$ cat src/sv/assert_macros.svh
// assertion macros shared by the idle and long-press controller
// no dependencies; compiled out when SYNTHESIS is defined
`ifndef ASSERT_MACROS_SVH
`define ASSERT_MACROS_SVH
`ifndef SYNTHESIS
`define IDLP_ASSERT_IMP(lbl, clk, rst_n, ante, cons) \
	lbl: assert property (@(posedge clk) disable iff (!rst_n) (ante) |-> (cons)) \
		else $error("assertion failed (same cycle)");
`define IDLP_ASSERT_NXT(lbl, clk, rst_n, ante, cons) \
	lbl: assert property (@(posedge clk) disable iff (!rst_n) (ante) |=> (cons)) \
		else $error("assertion failed (next cycle)");
`else
`define IDLP_ASSERT_IMP(lbl, clk, rst_n, ante, cons)
`define IDLP_ASSERT_NXT(lbl, clk, rst_n, ante, cons)
`endif
`endif

$ cat src/sv/idlp_pkg.sv
// types, register indexes and codes of the idle and long-press controller
// no dependencies
package idlp_pkg;

	localparam int TIME_BITS = 40;

	typedef logic [TIME_BITS-1:0] time_t;
	typedef logic [TIME_BITS:0]   tsum_t;

	// configuration register indexes
	localparam logic [2:0] REG_IDLE_TIMEOUT   = 3'd0;
	localparam logic [2:0] REG_LONG_PRESS     = 3'd1;
	localparam logic [2:0] REG_BATTERY_PERIOD = 3'd2;
	localparam logic [2:0] REG_AXIS_THRESHOLD = 3'd3;
	localparam logic [2:0] REG_START_IDENTITY = 3'd4;

	localparam logic [31:0] IDLE_TIMEOUT_RST   = 32'd300000;
	localparam logic [15:0] LONG_PRESS_RST     = 16'd3000;
	localparam logic [31:0] BATTERY_PERIOD_RST = 32'd60000;
	localparam logic [14:0] AXIS_THRESHOLD_RST = 15'd4096;
	localparam logic [7:0]  START_IDENTITY_RST = 8'd0;

	// button bit positions
	localparam int BTN_MODE = 0;
	localparam int BTN_HOME = 1;
	localparam int BTN_XD   = 5;

	// b, y, x chord held with mode
	localparam logic [2:0] COMBO_NONE = 3'b000;
	localparam logic [2:0] COMBO_B    = 3'b001;
	localparam logic [2:0] COMBO_Y    = 3'b010;
	localparam logic [2:0] COMBO_X    = 3'b100;

	localparam logic [7:0] GYRO_IDENTITY = 8'd1;

	localparam logic [1:0] ADV_NONE     = 2'd0;
	localparam logic [1:0] ADV_STOP     = 2'd1;
	localparam logic [1:0] ADV_START    = 2'd2;
	localparam logic [1:0] ADV_RESERVED = 2'd3;

	localparam logic CAL_AXES = 1'b0;
	localparam logic CAL_GYRO = 1'b1;

	typedef enum logic [2:0] {
		PH_RELEASED = 3'b001,
		PH_TIMING   = 3'b010,
		PH_FIRED    = 3'b100
	} phase_t;

	typedef struct packed {
		logic [39:0]        now_ms;
		logic [15:0]        button_bits;
		logic               dpad_centered;
		logic signed [15:0] left_x;
		logic signed [15:0] left_y;
		logic signed [15:0] right_x;
		logic signed [15:0] right_y;
		logic signed [15:0] left_trigger;
		logic signed [15:0] right_trigger;
		logic [7:0]         identity_now;
		logic               adv_discoverable;
		logic [6:0]         battery_percent;
	} in_word_t;

	typedef struct packed {
		logic       battery_report;
		logic [6:0] battery_level;
		logic       sleep_request;
		logic       restart_request;
		logic       disconnect_request;
		logic       calibrate_request;
		logic       calibrate_target;
		logic       clear_bonds_request;
		logic [1:0] adv_action;
	} out_word_t;

endpackage

$ cat src/sv/idlp_ifs.sv
// valid/ready channels of the idle and long-press controller
// depends on idlp_pkg for the word types
interface idlp_in_if;
	logic              valid;
	logic              ready;
	idlp_pkg::in_word_t data;
	modport source (output valid, output data, input ready);
	modport sink (input valid, input data, output ready);
endinterface

interface idlp_out_if;
	logic               valid;
	logic               ready;
	idlp_pkg::out_word_t data;
	modport source (output valid, output data, input ready);
	modport sink (input valid, input data, output ready);
endinterface

$ cat src/sv/idlp_activity.sv
// activity detect for one poll: buttons, dpad, stick magnitudes, triggers
// depends on idlp_pkg
module idlp_activity (
	input  idlp_pkg::in_word_t word,
	input  logic [14:0]        axis_threshold,
	output logic               active
);

	logic [3:0]  stick_hit;
	logic [1:0]  trig_hit;
	logic [15:0] stick [4];
	logic [15:0] trig [2];
	logic        btn_hit;

	assign stick[0] = word.left_x;
	assign stick[1] = word.left_y;
	assign stick[2] = word.right_x;
	assign stick[3] = word.right_y;
	assign trig[0]  = word.left_trigger;
	assign trig[1]  = word.right_trigger;

	// xd switch never counts as activity
	always_comb begin
		logic [15:0] btn;
		btn = word.button_bits;
		btn[idlp_pkg::BTN_XD] = 1'b0;
		btn_hit = |btn;
	end

	// magnitude in 17 bits so that the most negative value reads as 32768
	always_comb begin
		logic [16:0] ext;
		logic [16:0] mag;
		for (int i = 0; i < 4; i++) begin
			ext = {stick[i][15], stick[i]};
			mag = stick[i][15] ? (~ext + 17'd1) : ext;
			stick_hit[i] = mag > {2'b00, axis_threshold};
		end
	end

	always_comb begin
		for (int i = 0; i < 2; i++)
			trig_hit[i] = !trig[i][15] && (trig[i][14:0] > axis_threshold);
	end

	assign active = btn_hit || !word.dpad_centered || (|stick_hit) || (|trig_hit);

endmodule

$ cat src/sv/idlp_press.sv
// long-press tracker for one button: start time and phase registers
// depends on idlp_pkg
module idlp_press (
	input  logic                clk,
	input  logic                arst_n,
	input  logic                step,
	input  logic                held,
	input  idlp_pkg::time_t     now,
	input  logic [15:0]         long_press_ms,
	output logic                fire,
	output idlp_pkg::phase_t    phase
);

	idlp_pkg::phase_t phase_q;
	idlp_pkg::phase_t phase_d;
	idlp_pkg::time_t  start_q;
	logic             elapsed;

	assign elapsed = (now >= start_q) &&
		((now - start_q) >= idlp_pkg::time_t'(long_press_ms));

	always_comb begin
		phase_d = phase_q;
		fire    = 1'b0;
		if (!held) begin
			phase_d = idlp_pkg::PH_RELEASED;
		end else begin
			unique case (phase_q)
				idlp_pkg::PH_RELEASED: phase_d = idlp_pkg::PH_TIMING;
				idlp_pkg::PH_TIMING: begin
					if (elapsed) begin
						phase_d = idlp_pkg::PH_FIRED;
						fire    = 1'b1;
					end
				end
				idlp_pkg::PH_FIRED: phase_d = idlp_pkg::PH_FIRED;
				default: phase_d = idlp_pkg::PH_FIRED;
			endcase
		end
	end

	always_ff @(posedge clk or negedge arst_n) begin
		if (!arst_n) begin
			phase_q <= idlp_pkg::PH_RELEASED;
		end else if (step) begin
			phase_q <= phase_d;
		end
	end

	// start time is only read while timing, so no reset
	always_ff @(posedge clk) begin
		if (step && held && phase_q == idlp_pkg::PH_RELEASED) begin
			start_q <= now;
		end
	end

	assign phase = phase_q;

endmodule

$ cat src/sv/idle_and_long_press_controller.sv
// Idle and long-press controller. One poll word is taken per clock cycle unless the
// result side stalls; its result word passes the input register, then the result
// register, and is then offered on the output. The block sustains one word per
// cycle as long as the result side keeps up. The loop through the last-active,
// battery and press state registers sets that rate.
// Configuration writes apply from the next cycle.
// Depends on idlp_pkg, idlp_ifs, idlp_activity, idlp_press, assert_macros.svh.
`include "assert_macros.svh"

module idle_and_long_press_controller (
	input  logic             clk,
	input  logic             arst_n,
	idlp_in_if.sink          in_ch,
	idlp_out_if.source       out_ch,
	input  logic             cfg_we,
	input  logic [2:0]       cfg_idx,
	input  logic [31:0]      cfg_data
);

	// configuration
	logic [31:0] idle_timeout_q;
	logic [15:0] long_press_q;
	logic [31:0] battery_period_q;
	logic [14:0] axis_threshold_q;
	logic [7:0]  start_identity_q;

	always_ff @(posedge clk or negedge arst_n) begin
		if (!arst_n) begin
			idle_timeout_q   <= idlp_pkg::IDLE_TIMEOUT_RST;
			long_press_q     <= idlp_pkg::LONG_PRESS_RST;
			battery_period_q <= idlp_pkg::BATTERY_PERIOD_RST;
			axis_threshold_q <= idlp_pkg::AXIS_THRESHOLD_RST;
			start_identity_q <= idlp_pkg::START_IDENTITY_RST;
		end else if (cfg_we) begin
			unique case (cfg_idx)
				idlp_pkg::REG_IDLE_TIMEOUT:   idle_timeout_q   <= cfg_data;
				idlp_pkg::REG_LONG_PRESS:     long_press_q     <= cfg_data[15:0];
				idlp_pkg::REG_BATTERY_PERIOD: battery_period_q <= cfg_data;
				idlp_pkg::REG_AXIS_THRESHOLD: axis_threshold_q <= cfg_data[14:0];
				idlp_pkg::REG_START_IDENTITY: start_identity_q <= cfg_data[7:0];
				default: ;
			endcase
		end
	end

	// handshake
	logic               valid_s1;
	idlp_pkg::in_word_t word_s1;
	logic               out_valid_q;
	idlp_pkg::out_word_t out_word_q;
	logic               out_free;
	logic               step;

	assign out_free    = !out_valid_q || out_ch.ready;
	assign step        = valid_s1 && out_free;
	assign in_ch.ready = !valid_s1 || out_free;

	always_ff @(posedge clk or negedge arst_n) begin
		if (!arst_n) begin
			valid_s1 <= 1'b0;
		end else if (in_ch.ready) begin
			valid_s1 <= in_ch.valid;
		end
	end

	always_ff @(posedge clk) begin
		if (in_ch.valid && in_ch.ready) begin
			word_s1 <= in_ch.data;
		end
	end

	// poll evaluation
	idlp_pkg::time_t  now;
	idlp_pkg::time_t  last_active_q;
	idlp_pkg::time_t  next_battery_q;
	idlp_pkg::tsum_t  batt_sum;
	idlp_pkg::phase_t mode_phase;
	idlp_pkg::phase_t home_phase;
	logic             active;
	logic             batt_due;
	logic             idle_sleep;
	logic             ident_moved;
	logic             mode_fire;
	logic             home_fire;
	logic             fire_in_timing;
	logic [2:0]       combo;
	idlp_pkg::out_word_t res;

	assign now = idlp_pkg::time_t'(word_s1.now_ms);

	idlp_activity u_activity (
		.word           (word_s1),
		.axis_threshold (axis_threshold_q),
		.active         (active)
	);

	idlp_press u_mode_press (
		.clk           (clk),
		.arst_n        (arst_n),
		.step          (step),
		.held          (word_s1.button_bits[idlp_pkg::BTN_MODE]),
		.now           (now),
		.long_press_ms (long_press_q),
		.fire          (mode_fire),
		.phase         (mode_phase)
	);

	idlp_press u_home_press (
		.clk           (clk),
		.arst_n        (arst_n),
		.step          (step),
		.held          (word_s1.button_bits[idlp_pkg::BTN_HOME]),
		.now           (now),
		.long_press_ms (long_press_q),
		.fire          (home_fire),
		.phase         (home_phase)
	);

	assign batt_due = now > next_battery_q;
	assign batt_sum = {1'b0, now} + idlp_pkg::tsum_t'(battery_period_q);

	// an active poll moves last-active to now, which can never time out
	assign idle_sleep = !active && (now > last_active_q) &&
		((now - last_active_q) > idlp_pkg::time_t'(idle_timeout_q));

	assign ident_moved = word_s1.identity_now != start_identity_q;
	assign combo       = word_s1.button_bits[4:2];

	always_comb begin
		res = '0;
		res.battery_report     = batt_due;
		res.battery_level      = batt_due ? word_s1.battery_percent : 7'd0;
		res.sleep_request      = idle_sleep || home_fire;
		res.restart_request    = ident_moved;
		res.disconnect_request = ident_moved || home_fire;
		res.calibrate_target   = idlp_pkg::CAL_AXES;
		res.adv_action         = idlp_pkg::ADV_NONE;
		if (mode_fire) begin
			case (combo)
				idlp_pkg::COMBO_B: res.calibrate_request = 1'b1;
				idlp_pkg::COMBO_Y: begin
					res.clear_bonds_request = 1'b1;
					res.restart_request     = 1'b1;
				end
				idlp_pkg::COMBO_X: begin
					if (word_s1.identity_now == idlp_pkg::GYRO_IDENTITY) begin
						res.calibrate_request = 1'b1;
						res.calibrate_target  = idlp_pkg::CAL_GYRO;
					end
				end
				idlp_pkg::COMBO_NONE: res.adv_action = word_s1.adv_discoverable ?
					idlp_pkg::ADV_STOP : idlp_pkg::ADV_START;
				default: ;
			endcase
		end
	end

	always_ff @(posedge clk or negedge arst_n) begin
		if (!arst_n) begin
			last_active_q  <= '0;
			next_battery_q <= '0;
		end else if (step) begin
			if (active) begin
				last_active_q <= now;
			end
			// saturate at the top of the time range
			if (batt_due) begin
				next_battery_q <= batt_sum[idlp_pkg::TIME_BITS] ? '1 :
					batt_sum[idlp_pkg::TIME_BITS-1:0];
			end
		end
	end

	// result register
	always_ff @(posedge clk or negedge arst_n) begin
		if (!arst_n) begin
			out_valid_q <= 1'b0;
		end else if (out_free) begin
			out_valid_q <= valid_s1;
		end
	end

	always_ff @(posedge clk) begin
		if (step) begin
			out_word_q <= res;
		end
	end

	assign out_ch.valid = out_valid_q;
	assign out_ch.data  = out_word_q;

	// a press only completes out of the timing phase
	assign fire_in_timing = (!home_fire || home_phase == idlp_pkg::PH_TIMING) &&
		(!mode_fire || mode_phase == idlp_pkg::PH_TIMING);

	`IDLP_ASSERT_IMP(a_target_needs_cal, clk, arst_n, out_ch.valid && out_ch.data.calibrate_target, out_ch.data.calibrate_request)
	`IDLP_ASSERT_IMP(a_adv_code_valid, clk, arst_n, out_ch.valid, out_ch.data.adv_action != idlp_pkg::ADV_RESERVED)
	`IDLP_ASSERT_NXT(a_battery_moves_ahead, clk, arst_n, step && batt_due, next_battery_q >= $past(now))
	`IDLP_ASSERT_NXT(a_stalled_word_held, clk, arst_n, valid_s1 && !out_free, valid_s1 && $stable(word_s1))
	`IDLP_ASSERT_IMP(a_fire_from_timing, clk, arst_n, step, fire_in_timing)

endmodule
$ cat src/flat_wrapper.sv
// flat-port wrapper written by rule: the top's interface ports become plain ports
module idle_and_long_press_controller_flat 
  (clk, arst_n, cfg_we, cfg_idx, cfg_data, in_ch_valid, in_ch_data, in_ch_ready, out_ch_valid, out_ch_data, out_ch_ready);
  idlp_in_if in_ch_i ();
  idlp_out_if out_ch_i ();
  input  logic clk;
  input  logic arst_n;
  input  logic cfg_we;
  input  logic [2:0] cfg_idx;
  input  logic [31:0] cfg_data;
  input wire logic [$bits(in_ch_i.valid)-1:0] in_ch_valid;
  input wire logic [$bits(in_ch_i.data)-1:0] in_ch_data;
  output wire logic [$bits(in_ch_i.ready)-1:0] in_ch_ready;
  output wire logic [$bits(out_ch_i.valid)-1:0] out_ch_valid;
  output wire logic [$bits(out_ch_i.data)-1:0] out_ch_data;
  input wire logic [$bits(out_ch_i.ready)-1:0] out_ch_ready;
  assign in_ch_i.valid = in_ch_valid;
  assign in_ch_i.data = in_ch_data;
  assign in_ch_ready = in_ch_i.ready;
  assign out_ch_valid = out_ch_i.valid;
  assign out_ch_data = out_ch_i.data;
  assign out_ch_i.ready = out_ch_ready;
  idle_and_long_press_controller u_core (.clk(clk), .arst_n(arst_n), .in_ch(in_ch_i), .out_ch(out_ch_i), .cfg_we(cfg_we), .cfg_idx(cfg_idx), .cfg_data(cfg_data));
endmodule
$ cat config.mk
export PLATFORM = sky130hd
export DESIGN_NAME = idle_and_long_press_controller_flat
export DESIGN_NICKNAME = d
export VERILOG_FILES = /design/src/sv/idlp_pkg.sv /design/src/sv/idlp_ifs.sv /design/src/sv/idlp_activity.sv /design/src/sv/idlp_press.sv /design/src/sv/idle_and_long_press_controller.sv /design/src/flat_wrapper.sv
export VERILOG_INCLUDE_DIRS = /design/src /design/src/sv
export SDC_FILE = /design/constraint.sdc
export NUM_CORES = 1
export LEC_CHECK = 0
export ABC_AREA = 1
export BUFFER_PORTS_ARGS = -buffer_cell sky130_fd_sc_hd__buf_2
export CAP_MARGIN = 20
export CORE_MARGIN = 10
export CORE_UTILIZATION = 50
export CTS_CLUSTER_SIZE = 8
export DETAILED_ROUTE_END_ITERATION = 7
export PLACE_DENSITY = 0.79
export SYNTH_ARGS = -nofsm -noshare
export SYNTH_HDL_FRONTEND = slang
export SYNTH_HIERARCHICAL = 1
export SYNTH_SLANG_ARGS = --single-unit
$ cat constraint.sdc
create_clock -name clk -period 5.3 [get_ports clk]
set_input_delay 0.265 -clock clk [delete_from_list [all_inputs] [get_ports clk]]
set_output_delay 0.265 -clock clk [all_outputs]
set_load 0.02 [all_outputs]
======== Word-level counts from Yosys, hierarchy flattened ========
Index checks and enable logic that the tools add are counted.
operators by class
  magnitude comparators ................... 13
  reduce and logical (&&, ||, !) cells .... 41
  muxes and demuxes ....................... 23
  $add $sub $neg .......................... 8
  shift operators ......................... 0
  equality and inequality tests ........... 15
  div/mod/pow operators ................... 0
  $mul .................................... 0
  bitwise operators ....................... 4
operator list
  kind                                            number
  subtractor 40 bit                               3
  greater-or-equal comparator 40 x 16 -> 1 bit    2
  greater-or-equal comparator 40 bit              2
  > comparator 40 bit                             2
  adder 17 x 1 -> 17 bit (second input constant)  4
  > comparator 17 x 15 -> 1 bit                   4
  2-to-1 mux 17 bit                               4
  NOT 17 bit                                      4
  adder 40 x 32 -> 41 bit                         1
  > comparator 40 x 32 -> 1 bit                   1
  2-to-1 mux 40 bit                               1
  > comparator 15 bit                             2
  AND reduction 2 bit                             11
  == test 3 x 2 -> 1 bit (second input constant)  5
  OR reduction 15 bit                             1
  == test 3 x 1 -> 1 bit (second input constant)  4
  logical AND 1 bit                               12
  2-to-1 mux 3 bit                                4
  case mux 3 bit (2 select lines)                 2
  2-to-1 mux 1 bit                                9
  == test 8 x 1 -> 1 bit (second input constant)  1
  != test 8 bit                                   1
  logical OR 1 bit                                7
  == test 3 bit (second input constant)           2
  other kinds (7)                                 15
storage, ports and cells
  RAM bits ................................ 0
  latch bits .............................. 0
  memory bits (read-only) ................. 0
  memories ................................ 0
  logic and storage cells ................. 138
  output and inout bits ................... 18
  bits in registers ....................... 456

======== Longest topological paths before layout ========
  depth after elaboration ................. 11
  mapped depth ............................ 30
  depth with buffers taken out ............ 30

======== Hierarchy ========
Netlist, hierarchy kept.
by module, submodules not included
  module                          instances  area an instance (um^2)  cells each
  idle_and_long_press_controller  1          20130.6                  2274
  idlp_press                      2          5119.9                   810
  idlp_activity                   1          3597.2                   583

======== Worst setup path after synthesis ========
OpenSTA, ideal clock, no wires.
  path kind ............................... register to register
  start point ............................. register u_core.out_valid_q, in the netlist u_core/out_ch.valid
  end point ............................... register u_core.u_home_press.start_q[0] (enable)
  period minus slack after synthesis ...... 4.688 ns
  path buffers ............................ 0
  data arrival time ....................... 4.199 ns
  library setup time ...................... 0.489 ns
  slack ................................... 0.612 ns
  cell stages (with the launch flop) ...... 6
  cell sequence ........................... dfrtp_1 nand2_1 nand2_1 inv_1 inv_1 nor3_1
between the ends
  cells in the longest elaborated chain, start to end .. 5
ends and longest elaborated chain
  item                            RTL line                               RTL
  start: declaration              idle_and_long_press_controller.sv:49   logic out_valid_q;
  start signal: assignment        idle_and_long_press_controller.sv:179  out_valid_q <= valid_s1;
  logical NOT 1 bit               idle_and_long_press_controller.sv:54   assign out_free = !out_valid_q || out_ch.ready;
  logical OR 1 bit                idle_and_long_press_controller.sv:54
  logical AND 1 bit               idle_and_long_press_controller.sv:55   assign step = valid_s1 && out_free;
  net u_core.step                 idle_and_long_press_controller.sv:52   logic step;
  logical AND 1 bit (2 in a row)  idlp_press.sv:52                       if (step && held && phase_q == idlp_pkg::PH_RELEASED) begin
  end signal: assignment          idlp_press.sv:53                       start_q <= now;
  end: declaration                idlp_press.sv:16                       idlp_pkg::time_t start_q;
The timed path passes the listed nets, and every way through them passes these cells.
A chain may end at the register's enable or synchronous reset.

======== Worst setup path in the final report ========
  start point ............................. register u_core/word_s1[81] in the netlist's numbering
  end point ............................... register u_core.last_active_q[26]
between the ends
  cells in the longest elaborated chain, start to end .. 8
ends and longest elaborated chain
  item                             RTL line                               RTL
  start: declaration               idle_and_long_press_controller.sv:48   idlp_pkg::in_word_t word_s1;
  start signal: assignment         idle_and_long_press_controller.sv:68   word_s1 <= in_ch.data;
  NOT 17 bit                       idlp_activity.sv:36                    mag = stick[i][15] ? (~ext + 17'd1) : ext;
  adder 17 x 1 -> 17 bit           idlp_activity.sv:36
  2-to-1 mux 17 bit *              idlp_activity.sv:36
  > comparator 17 x 15 -> 1 bit *  idlp_activity.sv:37                    stick_hit[i] = mag > {2'b00, axis_threshold};
  OR reduction 4 bit *             idlp_activity.sv:46                    assign active = btn_hit || !word.dpad_centered || (|stick_hit) || (|trig_hit);
  logical OR 1 bit * (2 in a row)  idlp_activity.sv:46
  net u_core.active                idle_and_long_press_controller.sv:79   logic active;
  AND reduction 2 bit (no line) *  n/a
  end signal: assignment           idle_and_long_press_controller.sv:164  last_active_q <= now;
  end: declaration                 idle_and_long_press_controller.sv:74   idlp_pkg::time_t last_active_q;
Mark *: on every way through the listed nets, which the timed path passes. The rest lies on a longest branch.

==> qor.csv <==
stage;metric;value;unit
timing;worst_pin_slew;1.058;ns
worst_setup_path;cp-endpoint;u_core/last_active_q[26]$_DFFE_PN0P_;
cells_and_area;stdcell_count;5876;
worst_setup_path;cp_max_fo;53;
drt;vias;32161;
worst_setup_path;required;5.84;ns
floorplan;die_h;280.5;um
worst_setup_path;crit_buf_inv;5;
pwr;p_leak;20.04;nW
placement;dpl-instance-area;0.03618;mm^2
min_path;hold_path_class;in2reg;
grt;grt_max_degree;121;
worst_setup_path;cpMostUsedCell;nand2_1;
min_path;holdPathStages;3;
floorplan;rows;95;
worst_setup_path;r2r_cells;24;
clocking;cts_sinks;455;
grt;grt_pass1_vias;32275;
clocking;clock_latency;0.65;ns
placement;dp.final_hpwl;81510;um
cells_and_area;final.fill_count;5923;
timing;slew_violations;0;
drt;dr.pass1.iters;8;
cells_and_area;seq_area;0.01274;mm^2
worst_setup_path;crit_arrival;5.09;ns
grt;antenna_found_initial;9;
worst_setup_path;cp_top_family;simple AND/OR/NAND/NOR gates;
drt;drt-initial-drc-count;2783;
synth;yosysWarnings;6;
worst_setup_path;worst_path_max_delay_cell;nand2_2;
cells_and_area;areaGrowthSynthToFinish;18.42;%
pwr;peakVddDrop;0.0004038;V
worst_setup_path;reg2reg_to;u_core/last_active_q[26]$_DFFE_PN0P_;
grt;grt-ovfl-total;0;
worst_setup_path;setup.worst_path.start;u_core/word_s1[81]$_DFFE_PP_;
cells_and_area;final_nets;5507;
timing;finalSetupViolations;0;
timing;relSlewSlack;29.31;%
synth;synth_area;0.03394;mm^2
timing;tns;0;ns
synth;syn_area_per_cell;7.582;um^2
clocking;clock_path_buffers;3;
placement;placed_cells;5558;
worst_setup_path;slowest_delay;0.76;ns
worst_setup_path;cp_num_cells;24;
clocking;cts_root_buf;clkbuf_16;
floorplan;die-area;0.07870;mm^2
pwr;p_per_area;366.3;mW/mm^2
floorplan;core;0.06728;mm^2
floorplan;ios;227;
drt;antenna_left;0;
grt;grt_util_all_layers;27.89;%
timing;rsz0062_at_grt;no;
drt;routed_wl;111600;um
timing;fmax;219.9;MHz
grt;grt_first_pass_wirelength;172300;um
drt;via_per_inst;5.473;
worst_setup_path;worstSetupStartpointType;flop;
cells_and_area;multiInputGateArea;0.01803;mm^2
clocking;cts_max_level;3;
cells_and_area;fin_util;59.74;%
clocking;cts_buffers;68;
clocking;clk_pin_slew;0.06;ns
timing;fin_crit;4.548;ns
floorplan;initial_utilization;50.44;%
worst_setup_path;rr_startpoint;u_core/word_s1[81]$_DFFE_PP_;
worst_setup_path;criticalPathCategory;reg2reg;
placement;gp_congestion;0.9985;
clocking;cts_setup_buffers;0;
clocking;cts_tree;done;
outcome;outcome;finished, final reports clean;
synth;synthCells;4476;
timing;clock_skew;0.06226;ns
drt;drc;0;
timing;period_share;85.81;%
cells_and_area;postLayoutCellArea;0.04019;mm^2
worst_setup_path;crit_path_end_kind;flop;
synth;synthesis.nets;5039;
cells_and_area;drive_gt1_share;10.82;%
drt;post_drt_wl_per_cell;18.99;um
placement;portBuffers;225;
worst_setup_path;regToRegSetupSlack;0.75;ns
clocking;cts_resized;0;
worst_setup_path;critical_path.cell_chain;inv_1 -> ha_1 -> inv_1 -> nor3_2 -> nand3_1 -> inv_1 -> a21oi_1 -> a21oi_1 -> xnor2_1 -> ha_1 -> inv_1 -> nor3_1 -> nor3_1 -> nand2_1 -> nand2_1 -> nand2_1 -> nand2_1 -> nand2_1 -> nor2_1 -> nand2_1 -> nand2_2 -> buf_4 -> nor2_1 -> a21oi_1;
floorplan;fp.dieW;280.5;um
flow_run;cap_viol_max_count;0;
timing;final_hold_viol_count;0;
per-layer routing:
layer | track usage [%] | vias to the layer above | wire, um
met5 | 0 | - | 13
met4 | 14.12 | 2 | 5985
met3 | 4.240 | 403 | 7586
met2 | 48.61 | 1372 | 54220
met1 | 32.93 | 14936 | 43770
li1 | - | 15448 | -
metrics by stage:
stage | hold WS, ns | setup slack, ns | total power, W
floorplan | -0.03059 | 0.6118 | 0.008674
global route | 0.07099 | 0.5032 | 0.01565
finish | 0.08186 | 0.7521 | 0.01472
detailed placement | 0.3253 | 1.001 | 0.01019
CTS | 0.05168 | 1.026 | 0.01457
global placement | 0.3212 | 1.060 | 0.01001
power breakdown:
group	switching, W	internal, W	total [W]
clock	0.00173	0.00249	0.00423
combinational	0.00365	0.00206	0.00572
sequential	0.000385	0.00439	0.00478
worst register-to-register path: stages (launching register included):
cell and delay (ns):
edfxtp_1 0.40, inv_1 0.12, ha_1 0.16, inv_1 0.06
nor3_2 0.24, nand3_1 0.18, inv_1 0.14, a21oi_1 0.10
a21oi_1 0.16, xnor2_1 0.18, ha_1 0.29, inv_1 0.11
nor3_1 0.08, nor3_1 0.19, nand2_1 0.08, nand2_1 0.06
nand2_1 0.05, nand2_1 0.09, nand2_1 0.06, nor2_1 0.10
nand2_1 0.15, nand2_2 0.77, buf_4 0.44, nor2_1 0.08
a21oi_1 0.16
worst min path at each step:
stage / to / from
after floorplan: u_core/axis_threshold_q[0]$_DFFE_PN0P_ / arst_n
after detailed placement: u_core/next_battery_q[39]$_DFFE_PN0P_ / arst_n
final: u_core/idle_timeout_q[2]$_DFFE_PN0P_ / cfg_data[2]
after global placement: u_core/next_battery_q[32]$_DFFE_PN0P_ / arst_n
after global routing: u_core/axis_threshold_q[9]$_DFFE_PN0P_ / cfg_data[9]
after CTS: u_core/idle_timeout_q[2]$_DFFE_PN0P_ / cfg_data[2]
sequential cells by signal, summed over array words and instances (netlist names):
signal	cells
u_core/axis_threshold_q	15
u_core/battery_period_q	32
u_core/combo	3
u_core/idle_timeout_q	32
u_core/last_active_q	40
u_core/long_press_q	16
u_core/next_battery_q	40
u_core/now	40
u_core/out_ch.data	16
u_core/out_ch.valid	1
u_core/start_identity_q	8
u_core/u_home_press/phase	3
u_core/u_home_press/start_q	40
u_core/u_mode_press/phase	3
u_core/u_mode_press/start_q	40
u_core/valid_s1	1
u_core/word_s1	125
final cells by class:
class,instances,area share (%)
clock inverters,8,0.4452
diodes,5,0.03113
well taps,873,2.718
multi-input cells,3192,44.85
inverters,785,7.357
clock buffers,116,4.782
flip-flops and latches,455,31.70
repair buffers,442,8.116
repair_timing:
item	in CTS	in global routing
hold buffers	189	0
endpoints found under the hold margin	272	0
setup endpoints to repair	0	0
cell usage in the layout, fill, tap and decap left out, types with 166 or more instances in the layout:
master and n:
o21ai_0 219, nand2_1 1228, a21oi_1 271, nor2_1 412, ha_1 350, dfrtp_1 166
edfxtp_1 264, buf_2 224, dlygate4sd3_1 189, inv_1 755
Note: power is estimated with default switching activity, not from simulation.
